<file path="src/rtl/core/miller_rabin_prime_test_assert.svh">
// ----------------------------------------------------------------------------
// Assertion macros for the Miller-Rabin prime test block
// The macros expand to concurrent assertions, or to nothing when SYNTH is set.
// ----------------------------------------------------------------------------
`ifndef MILLER_RABIN_PRIME_TEST_ASSERT_SVH
`define MILLER_RABIN_PRIME_TEST_ASSERT_SVH
`ifndef SYNTH
// property must hold at every rising clock edge outside reset
`define MRPT_ASSERT(lbl, clk, rstn, prop, msg) \
  lbl: assert property (@(posedge clk) disable iff (!rstn) prop) else $error(msg);
// condition must never be seen outside reset
`define MRPT_ASSERT_NEVER(lbl, clk, rstn, cond, msg) \
  lbl: assert property (@(posedge clk) disable iff (!rstn) !(cond)) else $error(msg);
`else
`define MRPT_ASSERT(lbl, clk, rstn, prop, msg)
`define MRPT_ASSERT_NEVER(lbl, clk, rstn, cond, msg)
`endif
`endif

</file>
<file path="src/rtl/core/mrpt_pkg.sv">
// ----------------------------------------------------------------------------
// mrpt_pkg
// Shared widths, codes and controller/datapath types of the prime test block.
// ----------------------------------------------------------------------------
`timescale 1ns / 1ps

package mrpt_pkg;

  localparam int unsigned CandW   = 62;
  localparam int unsigned WordW   = 31;
  localparam int unsigned ROUNDS  = 2;
  localparam int unsigned RoundW  = (ROUNDS > 1) ? $clog2(ROUNDS) : 1;
  localparam int unsigned DivCntW = $clog2(WordW + 1);

  typedef logic [CandW-1:0] cand_t;
  typedef logic [WordW-1:0] word_t;

  // verdict codes
  typedef enum logic [1:0] {
    ReasonPass     = 2'd0,
    ReasonBelowTwo = 2'd1,
    ReasonEven     = 2'd2,
    ReasonWitness  = 2'd3
  } reason_e;

  // datapath commands, one per cycle
  typedef enum logic [3:0] {
    OpNone      = 4'd0,
    OpLoad      = 4'd1,
    OpStrip     = 4'd2,
    OpDivInit   = 4'd3,
    OpDivStep   = 4'd4,
    OpPowInit   = 4'd5,
    OpMulRes    = 4'd6,
    OpWbRes     = 4'd7,
    OpMulSq     = 4'd8,
    OpWbSq      = 4'd9,
    OpMulX      = 4'd10,
    OpWbX       = 4'd11,
    OpNextRound = 4'd12
  } dp_op_e;

  // datapath status back to the controller
  typedef struct packed {
    logic below_two;
    logic even_not_two;
    logic s_odd;
    logic div_done;
    logic e_zero;
    logic e_lsb;
    logic sq_go;
    logic witness_fail;
    logic mul_done;
    logic last_round;
  } dp_status_t;

endpackage

</file>
<file path="src/rtl/core/mrpt_mulmod.sv">
// ----------------------------------------------------------------------------
// mrpt_mulmod
// Shift-and-add modular multiplier: one multiplier bit per cycle.
// ----------------------------------------------------------------------------
`timescale 1ns / 1ps
`include "miller_rabin_prime_test_assert.svh"

module mrpt_mulmod import mrpt_pkg::*; (
  input  logic  clk_i,
  input  logic  rst_ni,
  input  logic  start_i,
  input  cand_t a_i,
  input  cand_t b_i,
  input  cand_t m_i,
  output logic  busy_o,
  output logic  done_o,
  output cand_t res_o
);

  logic        busy_q;
  cand_t       acc_q, add_q, b_q;
  logic [CandW:0] acc_sum, acc_red, add_dbl, add_red, m_ext;

  // reduce acc + add and 2 * add, both below 2m
  always_comb begin
    m_ext   = {1'b0, m_i};
    acc_sum = {1'b0, acc_q} + {1'b0, add_q};
    acc_red = (acc_sum >= m_ext) ? (acc_sum - m_ext) : acc_sum;
    add_dbl = {add_q, 1'b0};
    add_red = (add_dbl >= m_ext) ? (add_dbl - m_ext) : add_dbl;
  end

  assign done_o = busy_q && (b_q == '0);
  assign busy_o = busy_q;
  assign res_o  = acc_q;

  // busy flag
  always_ff @(posedge clk_i or negedge rst_ni) begin
    if (!rst_ni) begin
      busy_q <= 1'b0;
    end else if (start_i) begin
      busy_q <= 1'b1;
    end else if (done_o) begin
      busy_q <= 1'b0;
    end
  end

  // operand registers
  always_ff @(posedge clk_i) begin
    if (start_i) begin
      acc_q <= '0;
      add_q <= a_i;
      b_q   <= b_i;
    end else if (busy_q && (b_q != '0)) begin
      if (b_q[0]) begin
        acc_q <= acc_red[CandW-1:0];
      end
      add_q <= add_red[CandW-1:0];
      b_q   <= {1'b0, b_q[CandW-1:1]};
    end
  end

  `MRPT_ASSERT(a_acc_reduced, clk_i, rst_ni, busy_q |-> (acc_q < m_i), "accumulator not reduced")
  `MRPT_ASSERT(a_add_reduced, clk_i, rst_ni, busy_q |-> (add_q < m_i), "addend not reduced")
  `MRPT_ASSERT_NEVER(a_no_restart, clk_i, rst_ni, start_i && busy_q, "multiply started while busy")

endmodule

</file>
<file path="src/rtl/core/mrpt_datapath.sv">
// ----------------------------------------------------------------------------
// mrpt_datapath
// Operand registers, witness reduction, exponent and squaring registers.
// ----------------------------------------------------------------------------
`timescale 1ns / 1ps
`include "miller_rabin_prime_test_assert.svh"

module mrpt_datapath import mrpt_pkg::*; (
  input  logic       clk_i,
  input  logic       rst_ni,
  input  dp_op_e     op_i,
  input  cand_t      candidate_i,
  input  word_t      random_first_i,
  input  word_t      random_second_i,
  output dp_status_t status_o
);

  cand_t               p_q, pm1_q, s_q, rem_q, e_q, t_q, x_q, sq_q;
  word_t               w0_q, w1_q, word_q;
  logic [DivCntW-1:0]  div_cnt_q;
  logic [RoundW-1:0]   round_q;

  logic [CandW:0]      div_sh, div_red, pm1_ext;
  logic                mul_start, mul_busy, mul_done;
  cand_t               mul_a, mul_b, mul_res;

  // one restoring remainder step on the witness word
  always_comb begin
    pm1_ext = {1'b0, pm1_q};
    div_sh  = {rem_q, word_q[WordW-1]};
    div_red = (div_sh >= pm1_ext) ? (div_sh - pm1_ext) : div_sh;
  end

  // multiplier operand select
  always_comb begin
    mul_start = 1'b0;
    mul_a     = x_q;
    mul_b     = sq_q;
    case (op_i)
      OpMulRes: begin
        mul_start = 1'b1;
      end
      OpMulSq: begin
        mul_start = 1'b1;
        mul_a     = sq_q;
      end
      OpMulX: begin
        mul_start = 1'b1;
        mul_b     = x_q;
      end
      default: begin
        mul_start = 1'b0;
      end
    endcase
  end

  mrpt_mulmod u_mulmod (
    .clk_i   (clk_i),
    .rst_ni  (rst_ni),
    .start_i (mul_start),
    .a_i     (mul_a),
    .b_i     (mul_b),
    .m_i     (p_q),
    .busy_o  (mul_busy),
    .done_o  (mul_done),
    .res_o   (mul_res)
  );

  // round counter
  always_ff @(posedge clk_i or negedge rst_ni) begin
    if (!rst_ni) begin
      round_q <= '0;
    end else if (op_i == OpLoad) begin
      round_q <= '0;
    end else if (op_i == OpNextRound) begin
      round_q <= round_q + RoundW'(1);
    end
  end

  // working registers
  always_ff @(posedge clk_i) begin
    case (op_i)
      OpLoad: begin
        p_q   <= candidate_i;
        pm1_q <= candidate_i - CandW'(1);
        s_q   <= candidate_i - CandW'(1);
        w0_q  <= random_first_i;
        w1_q  <= random_second_i;
      end
      OpStrip: begin
        s_q <= {1'b0, s_q[CandW-1:1]};
      end
      OpDivInit: begin
        word_q    <= w0_q;
        rem_q     <= '0;
        div_cnt_q <= DivCntW'(WordW);
      end
      OpNextRound: begin
        word_q    <= w1_q;
        rem_q     <= '0;
        div_cnt_q <= DivCntW'(WordW);
      end
      OpDivStep: begin
        rem_q     <= div_red[CandW-1:0];
        word_q    <= {word_q[WordW-2:0], 1'b0};
        div_cnt_q <= div_cnt_q - DivCntW'(1);
      end
      OpPowInit: begin
        x_q  <= CandW'(1);
        sq_q <= rem_q + CandW'(1);
        e_q  <= s_q;
        t_q  <= s_q;
      end
      OpWbRes: begin
        x_q <= mul_res;
      end
      OpWbSq: begin
        sq_q <= mul_res;
        e_q  <= {1'b0, e_q[CandW-1:1]};
      end
      OpWbX: begin
        x_q <= mul_res;
        t_q <= {t_q[CandW-2:0], 1'b0};
      end
      default: begin
      end
    endcase
  end

  // status back to the controller
  always_comb begin
    status_o.below_two    = (p_q[CandW-1:1] == '0);
    status_o.even_not_two = !p_q[0] && (p_q != CandW'(2));
    status_o.s_odd        = s_q[0];
    status_o.div_done     = (div_cnt_q == '0);
    status_o.e_zero       = (e_q == '0);
    status_o.e_lsb        = e_q[0];
    status_o.sq_go        = (t_q != pm1_q) && (x_q != CandW'(1)) && (x_q != pm1_q);
    status_o.witness_fail = (x_q != pm1_q) && !t_q[0];
    status_o.mul_done     = mul_done;
    status_o.last_round   = (round_q == RoundW'(ROUNDS - 1));
  end

  `MRPT_ASSERT(a_witness_range, clk_i, rst_ni, (op_i == OpPowInit) |-> (rem_q < pm1_q), "witness out of range")
  `MRPT_ASSERT(a_square_bound, clk_i, rst_ni, (op_i == OpMulX) |-> (t_q < pm1_q), "squaring past p-1")
  `MRPT_ASSERT_NEVER(a_wb_idle, clk_i, rst_ni, ((op_i == OpWbRes) || (op_i == OpWbSq) || (op_i == OpWbX)) && !mul_busy, "write-back with no product")

endmodule

</file>
<file path="config.mk">
export PLATFORM = sky130hd
export DESIGN_NAME = mrpt_datapath
export DESIGN_NICKNAME = d
export VERILOG_FILES = /design/src/rtl/core/mrpt_pkg.sv /design/src/rtl/core/mrpt_mulmod.sv /design/src/rtl/core/mrpt_datapath.sv
export VERILOG_INCLUDE_DIRS = /design/src /design/src/rtl/core
export SDC_FILE = /design/constraint.sdc
export NUM_CORES = 2
export LEC_CHECK = 0
export ABC_AREA = 1
export BUFFER_PORTS_ARGS = -buffer_cell sky130_fd_sc_hd__buf_2
export CAP_MARGIN = 20
export CELL_PAD_IN_SITES_DETAIL_PLACEMENT = 0
export CELL_PAD_IN_SITES_GLOBAL_PLACEMENT = 1
export CORE_MARGIN = 5
export CORE_UTILIZATION = 47
export DETAILED_ROUTE_END_ITERATION = 10
export HOLD_SLACK_MARGIN = 0.15
export PLACE_DENSITY = 0.92
export SYNTH_ARGS = -nofsm -noshare
export SYNTH_HDL_FRONTEND = slang
export SYNTH_SLANG_ARGS = --single-unit
</file>
<file path="constraint.sdc">
create_clock -name clk_i -period 8.6 [get_ports clk_i]
set_input_delay 1.29 -clock clk_i [delete_from_list [all_inputs] [get_ports clk_i]]
set_output_delay 1.29 -clock clk_i [all_outputs]
set_load 0.01 [all_outputs]
</file>
==> results.rst <==
.. list-table::
   :header-rows: 1

   * - Metric
     - Value
   * - Initial Utilization
     - 47.1%
   * - Unique cell type count in the Yosys netlist
     - between 60 and 70
   * - Sequential share of power
     - 19.7%
   * - Port-buffer cells
     - roughly 140
   * - Share of synthesized area occupied by flip-flops and latches
     - 38.2%
   * - Starting DRC count in detailed routing
     - 8200
   * - Io pins
     - 140
   * - Result of the run
     - complete, no violations
   * - Final design utilization
     - approximately half
   * - Static leakage power
     - 30.4 nW
   * - Global-route wire length before repair
     - 388000 um
   * - Type of element capturing the critical path
     - flop
   * - Count of buffer and inverter cells on the critical path
     - 3
   * - Share of total power consumed by net switching
     - between 50% and 60%
   * - Summed instance area of the synthesized netlist
     - approximately 0.06 mm^2
   * - Worst-case headroom to the max-slew limit
     - between 20 and 25%
   * - Endpoints failing hold
     - 0
   * - Proportion of layout cells with a drive suffix above 1
     - around 5.4%
   * - Clock skew after layout
     - 0.0707 ns
   * - Rows
     - between 100 and 150
   * - Final weighted congestion in routability-driven placement
     - between 1 and 1.5
   * - Cell repeated most along the worst path
     - sky130_fd_sc_hd__nand2_1
   * - Area Overhead vs Synth
     - 9.26%
   * - Vertical extent of the die
     - roughly 370 um
   * - Tmin final
     - approximately 6.6 ns
   * - Via count of the first global-routing pass
     - 54000
   * - Leftover overflow at the end of global routing
     - 0
   * - Critical Path RT
     - between 9 and 10 ns
   * - Horizontal die dimension
     - about 370 um
   * - Switching power
     - 15.1 mW
   * - Mean routed wirelength per cell
     - about 27 um
   * - Hold buffer count at cts
     - 0
   * - Die area
     - 0.135 mm^2
   * - Pin count of the biggest net entering global routing
     - between 150 and 200
   * - Unrepaired setup endpoints after global routing
     - no
   * - Peak Freq
     - between 0.15 and 0.2 GHz
   * - Routed WL
     - 281000 um
   * - All-Layer GR Usage
     - roughly 40%
   * - Kind of cell adding the most delay to the critical path
     - simple AND/OR/NAND/NOR gates
   * - Post-Synthesis Cells
     - between 8000 and 9000
   * - Max stage delay on crit path
     - around 0.84 ns
   * - Arrival time worst endpoint
     - 7.13 ns
   * - Number of nets produced by synthesis
     - 9061
   * - Total number of vias
     - 60500
   * - R2r setup slk
     - slightly above 2 ns
   * - Routed Antenna Nets
     - 0
   * - Final Cycle Share
     - 76.3%
   * - Tightest Hold Check Type
     - input port to async pin
   * - Router iterations before antenna repair
     - 8
   * - Sink Count
     - slightly below 800
   * - TritonCTS clock tree
     - built
   * - CTS Root Cell
     - sky130_fd_sc_hd__clkbuf_16
   * - Critical path startpoint category
     - flop
   * - Hpwl dp
     - ~230000 um
   * - Count of max-cap constraint violations
     - 0
   * - Total negative setup slack
     - 0 ns
   * - Filler cell count in the final layout
     - between 10000 and 15000
   * - Setup CP Type
     - flop to flop
   * - Power density of the placed cells
     - ~420 mW/mm^2
   * - Maximum clock insertion buffer count
     - 3
   * - # Post-CTS Setup Buffers
     - 0
   * - Leading register cell type out of synthesis
     - sky130_fd_sc_hd__edfxtp_1
   * - Cell-internal power
     - between 10 and 15 mW
   * - Critical path's slowest cell
     - sky130_fd_sc_hd__nand2_4
   * - Clock latency on the worst-skew pair
     - just under 0.8 ns
   * - Net count of the finished layout
     - roughly 9100
   * - Number of antenna violations at the first check in global routing
     - 32
   * - Logic pwr share
     - approximately 65%
   * - CP Max Fanout
     - 63
   * - Count of synthesis-stage warnings from yosys
     - 0
   * - Worst Max-Slew Pin Slew
     - around 1.1 ns
   * - Number of pins exceeding their max-slew limit in the final report
     - 0
   * - Average cell area after synthesis
     - between 6 and 7 um^2
   * - Peak VDD IR
     - roughly 0.54 mV
   * - Clock transition at the registers of the reported paths
     - 0.06 ns
   * - Residual DRC
     - 0
   * - Setup-failing EPs final
     - 0
   * - Via/cell ratio
     - between 5 and 6
   * - Number of H-tree levels
     - 3
   * - Asr flop ratio synth
     - 0.256%
   * - Placeable core region
     - approximately 0.13 mm^2
   * - Resized Gates After CTS
     - 0
   * - Number of flip-flops and latches in the synthesized netlist
     - just under 800
   * - Number of flops mapped to enable cells by yosys
     - between 700 and 800
   * - Clock share of power
     - 15.1%
   * - Number of buffers created by CTS
     - 91
-- cells in the mapped netlist (3+ instances only) --
cell                       count  area, um^2
sky130_fd_sc_hd__xnor2_1     134        1170
sky130_fd_sc_hd__buf_6         6        67.6
sky130_fd_sc_hd__buf_4        19         143
sky130_fd_sc_hd__fa_1          4        80.1
sky130_fd_sc_hd__dfxtp_1      62        1240
sky130_fd_sc_hd__edfxtp_1    718       21600
sky130_fd_sc_hd__a21oi_1     355        1780
sky130_fd_sc_hd__nor2_1      963        3610
sky130_fd_sc_hd__nand3_1     413        2070
sky130_fd_sc_hd__buf_1         4        15.0
sky130_fd_sc_hd__nor2_4        7        78.8
sky130_fd_sc_hd__nand3_4       3        52.6
sky130_fd_sc_hd__xor2_1      154        1350
sky130_fd_sc_hd__inv_2        43         161
sky130_fd_sc_hd__nor3b_1       3        22.5
sky130_fd_sc_hd__nor4_1       74         463
sky130_fd_sc_hd__nand4_1     179        1120
sky130_fd_sc_hd__clkbuf_1    138         518
sky130_fd_sc_hd__o21bai_1     38         285
sky130_fd_sc_hd__o21a_1       10        75.1
sky130_fd_sc_hd__a211oi_1      3        22.5
sky130_fd_sc_hd__nor2_2       35         219
sky130_fd_sc_hd__buf_2        30         150
sky130_fd_sc_hd__nand2_1    2939       11000
sky130_fd_sc_hd__nand2_2      16         100
sky130_fd_sc_hd__or2_2         7        43.8
sky130_fd_sc_hd__inv_1      1360        5100
sky130_fd_sc_hd__and3_1        5        31.3
sky130_fd_sc_hd__o211ai_1     64         480
sky130_fd_sc_hd__a21boi_0     12        90.1
sky130_fd_sc_hd__nor3_2        3        30.0
sky130_fd_sc_hd__and2_1        5        31.3
sky130_fd_sc_hd__nor3_1       95         475
sky130_fd_sc_hd__nand3_2       7        70.1
sky130_fd_sc_hd__nand3b_1     33         248
sky130_fd_sc_hd__clkinv_1      4        15.0
sky130_fd_sc_hd__a31oi_1      34         213
sky130_fd_sc_hd__a21o_1       18         135
sky130_fd_sc_hd__o21ai_0     346        1730
sky130_fd_sc_hd__o21ai_1      56         280
sky130_fd_sc_hd__ha_1        251        3140
-- path summary, 6_finish.rpt --
kind | from | end | cells after the start
worst min-delay path | rst_ni | round_q | 1
min in group clk_i | u_mulmod.res_o[47] | u_mulmod.res_o[47] | 2
worst min register to register | u_mulmod.res_o[47] | u_mulmod.res_o[47] | 2
worst max-delay path | u_mulmod.res_o[0] | u_mulmod.res_o[35] | 26
max in group asynchronous | rst_ni | u_mulmod.busy_o | 1
worst max register to register | u_mulmod.res_o[0] | u_mulmod.res_o[35] | 26
-- routing by layer --
| metal | part of all wire (%) | vias up | GRT usage, % |
|---|---|---|---|
| li1 | - | 28000 | - |
| met1 | 42 | 28500 | 55.5 |
| met2 | 40 | 3439 | 56.1 |
| met3 | 13 | 507 | 14.5 |
| met4 | 5.1 | 8 | 16.6 |
| met5 | 0.017 | - | 0 |
-- per-stage QoR --
stage / cells / hold WS, ns / cell area (um^2) / setup WS [ns] / power, mW
after floorplan: 8676 / 0.463 / 59800 / 1.64 / 16.6
after global placement: 10300 / 0.484 / 62200 / 2.36 / 22.7
after detailed placement: 10300 / 0.482 / 62200 / 2.37 / 22.5
after CTS: 10500 / 0.387 / 65300 / 2.31 / 26.7
after global routing: 10500 / 0.403 / 65300 / 1.76 / 28.9
final: 10500 / 0.414 / 65400 / 2.04 / 27.3
-- area by class of cell --
cell class	count	area, um^2	area share (%)
Antenna cell	15	37.5	0.0574
Clock buffer	107	2380	3.64
Clock inverter	61	761	1.16
Inverter	1407	5280	8.08
Multi-Input combinational cell	6288	30900	47.3
Sequential cell	782	22900	35.0
Tap cell	1662	2080	3.18
Timing Repair Buffer	188	1090	1.66
-- worst register-to-register path, delay by kind of cell (launching register included) --
kind	cells	cell delay (ns)
fa+ha+maj	3	1.07
flops	1	0.51
compound gates	1	0.07
xor+xnor	1	0.37
buf+inv	3	0.23
simple gates	18	4.16
-- layout by cell type (no fill, tap or decap), types with 38 or more instances in the layout --
master / synthesis / routed
sky130_fd_sc_hd__nand2_1: 2939 / 2934
sky130_fd_sc_hd__inv_1: 1360 / 1357
sky130_fd_sc_hd__nor2_1: 963 / 955
sky130_fd_sc_hd__edfxtp_1: 718 / 718
sky130_fd_sc_hd__nand3_1: 413 / 413
sky130_fd_sc_hd__a21oi_1: 355 / 354
sky130_fd_sc_hd__o21ai_0: 346 / 345
sky130_fd_sc_hd__ha_1: 251 / 251
sky130_fd_sc_hd__nand4_1: 179 / 179
sky130_fd_sc_hd__xor2_1: 154 / 154
sky130_fd_sc_hd__buf_2: 30 / 140
sky130_fd_sc_hd__xnor2_1: 134 / 134
sky130_fd_sc_hd__nor3_1: 95 / 95
sky130_fd_sc_hd__clkbuf_16: 0 / 92
sky130_fd_sc_hd__nor4_1: 74 / 74
sky130_fd_sc_hd__o211ai_1: 64 / 64
sky130_fd_sc_hd__dfxtp_1: 62 / 62
sky130_fd_sc_hd__o21ai_1: 56 / 55
sky130_fd_sc_hd__buf_4: 19 / 46
sky130_fd_sc_hd__inv_2: 43 / 45
sky130_fd_sc_hd__o21bai_1: 38 / 38
sky130_fd_sc_hd__nor2_2: 35 / 38
-- power groups by stage --
| stage | clock, mW | sequential (mW) | combinational (mW) |
|---|---|---|---|
| after global routing | 4.30 | 5.39 | 19.2 |
| final | 4.13 | 5.39 | 17.8 |
| after floorplan | 0 | 5.08 | 11.5 |
| after global placement | 0 | 5.43 | 17.3 |
| after CTS | 4.13 | 5.37 | 17.2 |
| after detailed placement | 0 | 5.44 | 17.1 |
-- cell families after synthesis --
| kind of cell | count (synthesis) | synth area share, % |
|---|---|---|
| AND/OR/NAND/NOR | 4800 | 33.2 |
| XOR/XNOR | 290 | 4.27 |
| adder cells (fa/ha/maj) | 255 | 5.38 |
| AO/OA/AOI/OAI | 943 | 8.62 |
| buffers and inverters | 1606 | 10.4 |
| flip-flops | 782 | 38.2 |
(Power assumes the default switching activity.)
